[src/rtl/core/decimal_text_to_fixed_quantizer_macros.svh]
// Assertion helpers for the quantizer top level.
`ifndef DECIMAL_TEXT_TO_FIXED_QUANTIZER_MACROS_SVH
`define DECIMAL_TEXT_TO_FIXED_QUANTIZER_MACROS_SVH

// ante implies cons in the same cycle
`define DTFQ_ASSERT_NOW(lbl, ante, cons, msg) \
  lbl: assert property (@(posedge clk_i) disable iff (!rst_ni) (ante) |-> (cons)) \
    else $error(msg);

// ante implies cons in the next cycle
`define DTFQ_ASSERT_NEXT(lbl, ante, cons, msg) \
  lbl: assert property (@(posedge clk_i) disable iff (!rst_ni) (ante) |=> (cons)) \
    else $error(msg);

`endif

[src/rtl/core/dtfq_pkg.sv]
`timescale 1ns / 1ps

package dtfq_pkg;

  localparam int unsigned MantW     = 64;
  localparam int unsigned QuotW     = 14;
  localparam int unsigned DivW      = MantW + QuotW;
  localparam int unsigned FifoDepth = 4;
  localparam int unsigned PtrW      = $clog2(FifoDepth);
  localparam int unsigned CntW      = $clog2(FifoDepth + 1);

  localparam logic [4:0]  MaxDigits = 5'd18;
  localparam logic [6:0]  ExpLimit  = 7'd99;
  localparam logic [7:0]  FracMax   = 8'd255;
  localparam logic [QuotW-1:0] Scale = 14'd10000;
  localparam logic signed [14:0] QPos  = 15'sd10000;
  localparam logic signed [14:0] QNeg  = -15'sd10000;
  localparam logic signed [14:0] QZero = 15'sd0;
  localparam logic [4:0]  MaxShift  = 5'd19;

  typedef enum logic [2:0] {
    TK_NEG,
    TK_INT,
    TK_FRAC,
    TK_ENEG,
    TK_EXP,
    TK_END
  } tok_kind_e;

  typedef struct packed {
    tok_kind_e  kind;
    logic [3:0] digit;
  } token_t;

  function automatic logic [MantW-1:0] pow10(input logic [4:0] k);
    logic [MantW-1:0] p;
    unique case (k)
      5'd0:    p = 64'd1;
      5'd1:    p = 64'd10;
      5'd2:    p = 64'd100;
      5'd3:    p = 64'd1000;
      5'd4:    p = 64'd10000;
      5'd5:    p = 64'd100000;
      5'd6:    p = 64'd1000000;
      5'd7:    p = 64'd10000000;
      5'd8:    p = 64'd100000000;
      5'd9:    p = 64'd1000000000;
      5'd10:   p = 64'd10000000000;
      5'd11:   p = 64'd100000000000;
      5'd12:   p = 64'd1000000000000;
      5'd13:   p = 64'd10000000000000;
      5'd14:   p = 64'd100000000000000;
      5'd15:   p = 64'd1000000000000000;
      5'd16:   p = 64'd10000000000000000;
      5'd17:   p = 64'd100000000000000000;
      5'd18:   p = 64'd1000000000000000000;
      5'd19:   p = 64'd10000000000000000000;
      default: p = 64'd0;
    endcase
    return p;
  endfunction

endpackage

[src/rtl/core/dtfq_ifs.sv]
`timescale 1ns / 1ps

interface dtfq_char_if;
  logic       valid;
  logic       ready;
  logic [7:0] ch;
  modport source (output valid, output ch, input ready);
  modport sink   (input valid, input ch, output ready);
endinterface

interface dtfq_tok_if import dtfq_pkg::*; ();
  logic   valid;
  logic   ready;
  token_t tok;
  modport source (output valid, output tok, input ready);
  modport sink   (input valid, input tok, output ready);
endinterface

interface dtfq_res_if;
  logic              valid;
  logic              ready;
  logic signed [14:0] quantized;
  logic              no_digits;
  modport source (output valid, output quantized, output no_digits, input ready);
  modport sink   (input valid, input quantized, input no_digits, output ready);
endinterface

[src/rtl/core/dtfq_front.sv]
`timescale 1ns / 1ps

module dtfq_front import dtfq_pkg::*; (
  input  logic         clk_i,
  input  logic         rst_ni,
  dtfq_char_if.sink    in_i,
  dtfq_tok_if.source   tok_o
);

  typedef enum logic [2:0] {
    PH_START,
    PH_INT,
    PH_FRAC,
    PH_ESIGN,
    PH_EDIG
  } phase_e;

  phase_e    phase_q, phase_d;
  logic      emit;
  tok_kind_e kind;
  logic      is_dig, is_dot, is_e, is_minus, is_plus;

  assign is_dig   = (in_i.ch >= 8'd48) && (in_i.ch <= 8'd57);
  assign is_dot   = in_i.ch == 8'd46;
  assign is_e     = (in_i.ch | 8'd32) == 8'd101;
  assign is_minus = in_i.ch == 8'd45;
  assign is_plus  = in_i.ch == 8'd43;

  always_comb begin
    phase_d = phase_q;
    emit    = 1'b1;
    kind    = TK_END;
    unique case (phase_q)
      PH_INT: begin
        if (is_dig) begin
          kind = TK_INT;
        end else if (is_dot) begin
          emit = 1'b0; phase_d = PH_FRAC;
        end else if (is_e) begin
          emit = 1'b0; phase_d = PH_ESIGN;
        end else begin
          phase_d = PH_START;
        end
      end
      PH_FRAC: begin
        if (is_dig) begin
          kind = TK_FRAC;
        end else if (is_e) begin
          emit = 1'b0; phase_d = PH_ESIGN;
        end else begin
          phase_d = PH_START;
        end
      end
      PH_ESIGN: begin
        if (is_minus) begin
          kind = TK_ENEG; phase_d = PH_EDIG;
        end else if (is_plus) begin
          emit = 1'b0; phase_d = PH_EDIG;
        end else if (is_dig) begin
          kind = TK_EXP; phase_d = PH_EDIG;
        end else begin
          phase_d = PH_START;
        end
      end
      PH_EDIG: begin
        if (is_dig) begin
          kind = TK_EXP;
        end else begin
          phase_d = PH_START;
        end
      end
      default: begin
        if (is_minus) begin
          kind = TK_NEG; phase_d = PH_INT;
        end else if (is_dig) begin
          kind = TK_INT; phase_d = PH_INT;
        end else if (is_dot) begin
          emit = 1'b0; phase_d = PH_FRAC;
        end else if (is_e) begin
          emit = 1'b0; phase_d = PH_ESIGN;
        end else begin
          phase_d = PH_START;
        end
      end
    endcase
  end

  assign in_i.ready      = tok_o.ready;
  assign tok_o.valid     = in_i.valid && tok_o.ready && emit;
  assign tok_o.tok.kind  = kind;
  assign tok_o.tok.digit = in_i.ch[3:0];

  always_ff @(posedge clk_i or negedge rst_ni) begin
    if (!rst_ni) begin
      phase_q <= PH_START;
    end else if (in_i.valid && in_i.ready) begin
      phase_q <= phase_d;
    end
  end

endmodule

[src/rtl/core/dtfq_fifo.sv]
`timescale 1ns / 1ps

module dtfq_fifo import dtfq_pkg::*; (
  input  logic       clk_i,
  input  logic       rst_ni,
  dtfq_tok_if.sink   push_i,
  dtfq_tok_if.source pop_o
);

  token_t          mem_q [FifoDepth];
  logic [PtrW-1:0] wr_ptr_q, rd_ptr_q;
  logic [CntW-1:0] cnt_q;
  logic            do_push, do_pop;

  assign push_i.ready = cnt_q != CntW'(FifoDepth);
  assign pop_o.valid  = cnt_q != '0;
  assign pop_o.tok    = mem_q[rd_ptr_q];
  assign do_push      = push_i.valid && push_i.ready;
  assign do_pop       = pop_o.valid && pop_o.ready;

  always_ff @(posedge clk_i) begin
    if (do_push) begin
      mem_q[wr_ptr_q] <= push_i.tok;
    end
  end

  always_ff @(posedge clk_i or negedge rst_ni) begin
    if (!rst_ni) begin
      wr_ptr_q <= '0;
      rd_ptr_q <= '0;
      cnt_q    <= '0;
    end else begin
      if (do_push) wr_ptr_q <= wr_ptr_q + PtrW'(1);
      if (do_pop)  rd_ptr_q <= rd_ptr_q + PtrW'(1);
      if (do_push && !do_pop) begin
        cnt_q <= cnt_q + CntW'(1);
      end else if (do_pop && !do_push) begin
        cnt_q <= cnt_q - CntW'(1);
      end
    end
  end

endmodule

[src/rtl/core/dtfq_back.sv]
`timescale 1ns / 1ps

module dtfq_back import dtfq_pkg::*; (
  input  logic       clk_i,
  input  logic       rst_ni,
  dtfq_tok_if.sink   tok_i,
  dtfq_res_if.source out_o
);

  typedef enum logic [2:0] {
    S_RUN,
    S_EVAL,
    S_MULCHK,
    S_BIGCHK,
    S_DIV,
    S_ROUND,
    S_DONE
  } state_e;

  state_e           state_q;
  logic [MantW-1:0] mant_q;
  logic [4:0]       kept_q;
  logic [7:0]       frac_q;
  logic [7:0]       drop_q;
  logic             neg_q, eneg_q, seen_q;
  logic [6:0]       eval_q;

  logic [DivW-1:0]  rem_q, dv_q;
  logic [MantW-1:0] pw_q;
  logic [QuotW-1:0] quo_q, mag_q;
  logic [3:0]       bit_q;
  logic             big_q, nd_q;

  logic              out_valid_q;
  logic signed [14:0] quant_q;
  logic              nd_out_q;

  logic [3:0]        dig;
  logic [MantW-1:0]  mant_x10;
  logic [10:0]       exp_x10;
  logic signed [10:0] e_s, x_s;
  logic [10:0]       k_u;
  logic [QuotW-1:0]  scale_up;
  logic [27:0]       prod;
  logic              div_ge;
  logic              do_pop;

  assign dig      = tok_i.tok.digit;
  assign mant_x10 = (mant_q << 3) + (mant_q << 1) + MantW'(dig);
  assign exp_x10  = ({4'b0, eval_q} << 3) + ({4'b0, eval_q} << 1) + 11'(dig);
  assign x_s      = eneg_q ? -$signed({4'b0, eval_q}) : $signed({4'b0, eval_q});
  assign e_s      = $signed({3'b0, drop_q}) - $signed({3'b0, frac_q}) + 11'sd4 + x_s;
  assign k_u      = 11'(-e_s);

  always_comb begin
    unique case (e_s[2:0])
      3'd0:    scale_up = 14'd1;
      3'd1:    scale_up = 14'd10;
      3'd2:    scale_up = 14'd100;
      3'd3:    scale_up = 14'd1000;
      3'd4:    scale_up = 14'd10000;
      default: scale_up = '0;
    endcase
  end

  assign prod     = mant_q[QuotW-1:0] * scale_up;
  assign div_ge   = rem_q >= dv_q;

  assign tok_i.ready = state_q == S_RUN;
  assign do_pop      = tok_i.valid && tok_i.ready;

  assign out_o.valid     = out_valid_q;
  assign out_o.quantized = quant_q;
  assign out_o.no_digits = nd_out_q;

  always_ff @(posedge clk_i or negedge rst_ni) begin
    if (!rst_ni) begin
      state_q     <= S_RUN;
      mant_q      <= '0;
      kept_q      <= '0;
      frac_q      <= '0;
      drop_q      <= '0;
      neg_q       <= 1'b0;
      eneg_q      <= 1'b0;
      seen_q      <= 1'b0;
      eval_q      <= '0;
      out_valid_q <= 1'b0;
      big_q       <= 1'b0;
      nd_q        <= 1'b0;
      bit_q       <= '0;
    end else begin
      if (out_o.ready && state_q != S_DONE) out_valid_q <= 1'b0;
      unique case (state_q)
        S_RUN: begin
          if (do_pop) begin
            case (tok_i.tok.kind)
              TK_NEG:  neg_q <= 1'b1;
              TK_ENEG: eneg_q <= 1'b1;
              TK_INT: begin
                seen_q <= 1'b1;
                if (kept_q != '0 || dig != '0) begin
                  if (kept_q < MaxDigits) begin
                    mant_q <= mant_x10;
                    kept_q <= kept_q + 5'd1;
                  end else if (drop_q != 8'hFF) begin
                    drop_q <= drop_q + 8'd1;
                  end
                end
              end
              TK_FRAC: begin
                seen_q <= 1'b1;
                if (frac_q != FracMax) begin
                  if (kept_q == '0 && dig == '0) begin
                    frac_q <= frac_q + 8'd1;
                  end else if (kept_q < MaxDigits) begin
                    mant_q <= mant_x10;
                    kept_q <= kept_q + 5'd1;
                    frac_q <= frac_q + 8'd1;
                  end
                end
              end
              TK_EXP: begin
                eval_q <= (exp_x10 > 11'(ExpLimit)) ? ExpLimit : exp_x10[6:0];
              end
              default: state_q <= S_EVAL;
            endcase
          end
        end
        S_EVAL: begin
          big_q <= 1'b0;
          mag_q <= '0;
          nd_q  <= !seen_q;
          rem_q <= DivW'(mant_q);
          if (!seen_q || kept_q == '0) begin
            state_q <= S_DONE;
          end else if (!e_s[10]) begin
            if (e_s >= 11'sd5 || mant_q >= MantW'(Scale)) begin
              big_q   <= 1'b1;
              state_q <= S_DONE;
            end else begin
              rem_q   <= DivW'(prod);
              state_q <= S_MULCHK;
            end
          end else if (k_u > 11'(MaxShift)) begin
            state_q <= S_DONE;
          end else begin
            pw_q    <= pow10(k_u[4:0]);
            state_q <= S_BIGCHK;
          end
        end
        S_MULCHK: begin
          if (rem_q >= DivW'(Scale)) big_q <= 1'b1;
          else mag_q <= rem_q[QuotW-1:0];
          state_q <= S_DONE;
        end
        S_BIGCHK: begin
          if (rem_q >= {pw_q, QuotW'(0)}) begin
            big_q   <= 1'b1;
            state_q <= S_DONE;
          end else begin
            dv_q    <= {1'b0, pw_q, (QuotW - 1)'(0)};
            bit_q   <= 4'(QuotW - 1);
            quo_q   <= '0;
            state_q <= S_DIV;
          end
        end
        S_DIV: begin
          if (div_ge) rem_q <= rem_q - dv_q;
          quo_q <= {quo_q[QuotW-2:0], div_ge};
          dv_q  <= dv_q >> 1;
          if (bit_q == '0) state_q <= S_ROUND;
          else bit_q <= bit_q - 4'd1;
        end
        S_ROUND: begin
          if (quo_q >= Scale) big_q <= 1'b1;
          else mag_q <= quo_q + QuotW'(rem_q >= DivW'(pw_q >> 1));
          state_q <= S_DONE;
        end
        S_DONE: begin
          if (!out_valid_q || out_o.ready) begin
            out_valid_q <= 1'b1;
            nd_out_q    <= nd_q;
            if (neg_q) quant_q <= big_q ? QNeg : QZero;
            else       quant_q <= big_q ? QPos : $signed({1'b0, mag_q});
            mant_q  <= '0;
            kept_q  <= '0;
            frac_q  <= '0;
            drop_q  <= '0;
            neg_q   <= 1'b0;
            eneg_q  <= 1'b0;
            seen_q  <= 1'b0;
            eval_q  <= '0;
            state_q <= S_RUN;
          end
        end
        default: state_q <= S_RUN;
      endcase
    end
  end

endmodule

[src/rtl/core/decimal_text_to_fixed_quantizer.sv]
`timescale 1ns / 1ps
// Decimal text to fixed-point quantizer. Characters enter on in_i, one per
// cycle while the four-entry token queue has room; a number ends at the first
// character that does not fit it, and that character yields one result on
// out_o: the value times 10000, clamped to -10000..10000 (negative values
// above -1 give 0), rounded half away from zero, with no_digits set when no
// mantissa digit came. The back end retires one queued digit, sign or
// exponent token per cycle while in S_RUN. An ending token goes on to
// S_EVAL, then S_MULCHK for an integer scale-up, or S_BIGCHK, S_DIV (a
// 14-step restoring divider) and S_ROUND when the mantissa must be divided
// by a power of ten, and ends in S_DONE, which waits for out_o; zero and
// saturated values may skip to S_DONE. Characters keep filling the queue meanwhile.
`include "decimal_text_to_fixed_quantizer_macros.svh"

module decimal_text_to_fixed_quantizer import dtfq_pkg::*; (
  input  logic        clk_i,
  input  logic        rst_ni,
  dtfq_char_if.sink   in_i,
  dtfq_res_if.source  out_o
);

  dtfq_tok_if tok_push ();
  dtfq_tok_if tok_pop ();

  dtfq_front u_front (
    .clk_i  (clk_i),
    .rst_ni (rst_ni),
    .in_i   (in_i),
    .tok_o  (tok_push)
  );

  dtfq_fifo u_fifo (
    .clk_i  (clk_i),
    .rst_ni (rst_ni),
    .push_i (tok_push),
    .pop_o  (tok_pop)
  );

  dtfq_back u_back (
    .clk_i  (clk_i),
    .rst_ni (rst_ni),
    .tok_i  (tok_pop),
    .out_o  (out_o)
  );

  `DTFQ_ASSERT_NOW(a_q_range, out_o.valid, (out_o.quantized >= QNeg) && (out_o.quantized <= QPos), "quantized out of range")
  `DTFQ_ASSERT_NOW(a_nd_zero, out_o.valid && out_o.no_digits, out_o.quantized == QZero, "empty number with nonzero value")
  `DTFQ_ASSERT_NOW(a_push_src, tok_push.valid, in_i.valid && in_i.ready, "token without accepted request")
  `DTFQ_ASSERT_NEXT(a_out_hold, out_o.valid && !out_o.ready, out_o.valid, "result dropped while stalled")

endmodule
[src/flat_wrapper.sv]
// flat-port wrapper written by rule: the top's interface ports become plain ports
module decimal_text_to_fixed_quantizer_flat import dtfq_pkg::*;
  (clk_i, rst_ni, in_i_valid, in_i_ch, in_i_ready, out_o_valid, out_o_quantized, out_o_no_digits, out_o_ready);
  dtfq_char_if in_i_i ();
  dtfq_res_if out_o_i ();
  input  logic clk_i;
  input  logic rst_ni;
  input wire logic [$bits(in_i_i.valid)-1:0] in_i_valid;
  input wire logic [$bits(in_i_i.ch)-1:0] in_i_ch;
  output wire logic [$bits(in_i_i.ready)-1:0] in_i_ready;
  output wire logic [$bits(out_o_i.valid)-1:0] out_o_valid;
  output wire logic [$bits(out_o_i.quantized)-1:0] out_o_quantized;
  output wire logic [$bits(out_o_i.no_digits)-1:0] out_o_no_digits;
  input wire logic [$bits(out_o_i.ready)-1:0] out_o_ready;
  assign in_i_i.valid = in_i_valid;
  assign in_i_i.ch = in_i_ch;
  assign in_i_ready = in_i_i.ready;
  assign out_o_valid = out_o_i.valid;
  assign out_o_quantized = out_o_i.quantized;
  assign out_o_no_digits = out_o_i.no_digits;
  assign out_o_i.ready = out_o_ready;
  decimal_text_to_fixed_quantizer u_core (.clk_i(clk_i), .rst_ni(rst_ni), .in_i(in_i_i), .out_o(out_o_i));
endmodule
[config.mk]
export PLATFORM = sky130hd
export DESIGN_NAME = decimal_text_to_fixed_quantizer_flat
export DESIGN_NICKNAME = d
export VERILOG_FILES = /design/src/rtl/core/dtfq_pkg.sv /design/src/rtl/core/dtfq_ifs.sv /design/src/rtl/core/dtfq_front.sv /design/src/rtl/core/dtfq_fifo.sv /design/src/rtl/core/dtfq_back.sv /design/src/rtl/core/decimal_text_to_fixed_quantizer.sv /design/src/flat_wrapper.sv
export VERILOG_INCLUDE_DIRS = /design/src /design/src/rtl/core
export SDC_FILE = /design/constraint.sdc
export NUM_CORES = 2
export LEC_CHECK = 0
export ABC_AREA = 1
export BUFFER_PORTS_ARGS = -buffer_cell sky130_fd_sc_hd__buf_4
export CAP_MARGIN = 0
export CORE_ASPECT_RATIO = 1.5
export CORE_MARGIN = 5
export CORE_UTILIZATION = 60
export CTS_CLUSTER_DIAMETER = 60
export CTS_CLUSTER_SIZE = 16
export DETAILED_ROUTE_END_ITERATION = 7
export HOLD_SLACK_MARGIN = 0.03
export PLACE_DENSITY = 0.79
export REMOVE_ABC_BUFFERS = 1
export SETUP_SLACK_MARGIN = 0.05
export SYNTH_ARGS = -nofsm -noshare
export SYNTH_HDL_FRONTEND = slang
export SYNTH_SLANG_ARGS = --single-unit
[constraint.sdc]
create_clock -name clk_i -period 8.79 [get_ports clk_i]
set_input_delay 1.758 -clock clk_i [delete_from_list [all_inputs] [get_ports clk_i]]
set_output_delay 1.758 -clock clk_i [all_outputs]
set_load 0.1 [all_outputs]
==> reports/metrics.cfg <==
[clock_tree]
cts.clk_slew.worst_paths_ps=70
htreeDepth=2
clockBufferDepth=3
cts_tree=done
clockRootBuffer=clkbuf_16
cts_buffers=36
cts.sinks=396
clock_latency_ps=610
cts.hold.buffers_added=0

[critical_path]
crit_type=reg -> reg
crit_slowest_cell=fa_2
cp_top_family=adder cells
critical-path-max-stage-delay_ps=700
worstPathRequired_ps=9120
critPathLaunchType=register
cp_num_buf_inv=8
cp.arrival_ps=8710
endpoint_kind=register
path_common_cell=fa_1
path_max_fanout=13

[synth]
synth_ff_type=edfxtp_1
ys_ff_latch=396
syn_avg_cell_area_sq_um=7.44
synthArstFlopShare_pct=29.0
synth.area.top_cells=edfxtp_1 22%, ha_1 15%, nand2_1 10%
ys_types=69
synth_cells=5251
yosys.area.top_type=edfxtp_1
synth_top_cell_area_share_pct=21.6
synthesis.area_sq_mm=0.0391
synth_edf_count=281
yosys_warnings=0
ys_seq_area_share_pct=29.0

[die]
die_h_um=323
die_w_um=218
row_count=114
die_area_sq_mm=0.0704
start_util_pct=60.6
fp.coreArea_sq_mm=0.0645
num_io_pins=30

[placed_design]
gp_congestion=1.08
port-buffer-count=29
dp_hpwl_mm=122
placed_area_sq_mm=0.0403

[sta]
maxSlewHeadroom_pct=0.812
finalHoldViolCount=0
rsz0062_at_grt=true
fin_crit_sh_pct=95.4
drv_slew=0
finClkSkew_ps=44.7
worst_slew_pin_slew_ps=1470
timing.hold.ws_ps=465
max_freq_ghz=0.119
setup-violations-final=0
final.min_clock_period_ps=8390

[grt]
antenna_found_initial=5
grt-ovfl-total=0
grt_pass1_vias=36900
grt_pass1_wl_mm=221
grt_use_total_pct=41.8
grt_start_max_net_pins=90

[layout]
nets=5883
regArea_sq_mm=0.0113
area_delta_synth_final_pct=6.26
multi_input_area_sq_mm=0.0242
drive_gt1_share_pct=4.11
design_area_sq_mm=0.0415
n_fill_cell=5940

[worst_hold_path]
hp-class=reg -> reg

[routing]
vias_per_cell=6.03
remaining_drc_errors=0
drtAntennaViolNets=0
dr.pass1.iters=6
finalWirelength_mm=148
vias=37200
first_iter_violations=3267
wire_per_inst_um=24.0

[flow_run]
maxCapViolations=1

[run_status]
violations=capacitance limit
status=complete, but fails checks

## cells in the final DEF, fill, tap and decap left out, drive strengths merged, types with 72 or more instances in the layout
cell	count
o21ai	467
nand3	229
dfrtp	115
inv	856
edfxtp	281
nor3	72
nor2	592
ha	478
nand2	1098
a21oi	437
fa	122
## repair_timing
| item | in CTS | in global routing |
|---|---|---|
| resized for setup | 0 | 14 |
| endpoints found under the setup margin | 0 | 16 |
| buffers inserted | 0 | 5 |
| endpoints found under the hold margin | 0 | 0 |
## path summary, 6_finish.rpt
kind                                         start                       endpoint  slack, ps  cells after the start
hold reg to reg                 u_core.u_back.nd_q  u_core.u_back.out_o.no_digits        460                      0
setup reg to reg           u_core.u_back.drop_q[0]        u_core.u_back.rem_q[17]        400                     32
max in group asynchronous                   rst_ni       u_core.u_back.mant_q[27]       6130                      3
min in group asynchronous                   rst_ni        u_core.u_back.kept_q[1]       1370                      2
hold / removal                  u_core.u_back.nd_q  u_core.u_back.out_o.no_digits        460                      0
setup / recovery           u_core.u_back.drop_q[0]        u_core.u_back.rem_q[17]        400                     32
## layer usage
metal  vias to the layer above  track usage (%)  part of all wire (%)
met5                         -                0                 0.019
met4                         4             41.8                    13
met3                       680             10.1                   7.6
met2                      1666             69.3                    46
met1                     17300             42.1                    33
li1                      17600                -                     -
## flip-flops by register name, indices dropped and copies added, names as in the netlist, 2 cells and up
name                           flops
u_core.u_fifo.wr_ptr_q             2
u_core.u_back.dv_q                77
u_core.u_fifo.cnt_q                3
u_core.u_back.mag_q               14
u_core.u_front.phase_q             3
u_core.u_back.eval_q               7
u_core.u_back.quo_q               14
u_core.u_back.kept_q               5
u_core.u_back.pw_q                54
u_core.u_back.mant_q              64
u_core.u_back.rem_q               78
u_core.u_back.out_o.quantized     15
u_core.u_back.state_q              3
u_core.u_back.bit_q                4
u_core.u_fifo.rd_ptr_q             2
u_core.u_back.drop_q               8
u_core.u_fifo.mem_q               28
u_core.u_back.frac_q               8
## area by class of cell
class,count,area share (%)
diodes,2,0.0121
clock buffers,48,2.33
clock inverters,17,0.524
inverters,851,7.71
multi-input cells,3923,58.4
flip-flops and latches,396,27.3
well taps,870,2.62
repair buffers,63,1.14
## cells in the mapped netlist (30+ instances only)
cell      number
a21oi_1      434
nand2_1     1082
ha_1         478
clkbuf_1      52
dfrtp_1      115
inv_1        836
xor2_1        45
nand4_1       59
fa_1         122
o21bai_1      30
nand3_1      222
nor4_1        59
o21ai_1       65
nor3_1        70
nor2_1       582
o21ai_0      401
xnor2_1       46
edfxtp_1     281
## through the flow
stage	setup TNS [ps]	util (%)	setup WS (ps)	instances
CTS	0	64.3	189	6163
floorplan	-777130	-	-5940	5170
global route	0	64.4	27.3	6168
detailed placement	0	62.4	261	6098
finish	0	64.4	403	6170
global placement	0	62.4	427	6098
## cells by family after synthesis
group                      Yosys count  share of synthesized area [%]
adders and majority gates          600                           21.6
and+or+nand+nor                   2156                           23.2
AOI/OAI and AO/OA                 1074                           15.0
DFF                                396                           29.0
xor gates and xnor gates            91                           2.04
buffers and inverters              932                           9.17
muxes                                2                         0.0544
Power is left out: the tool's default activity adds up to more than one toggle a clock period on the data nets, which glitch-free logic cannot reach.
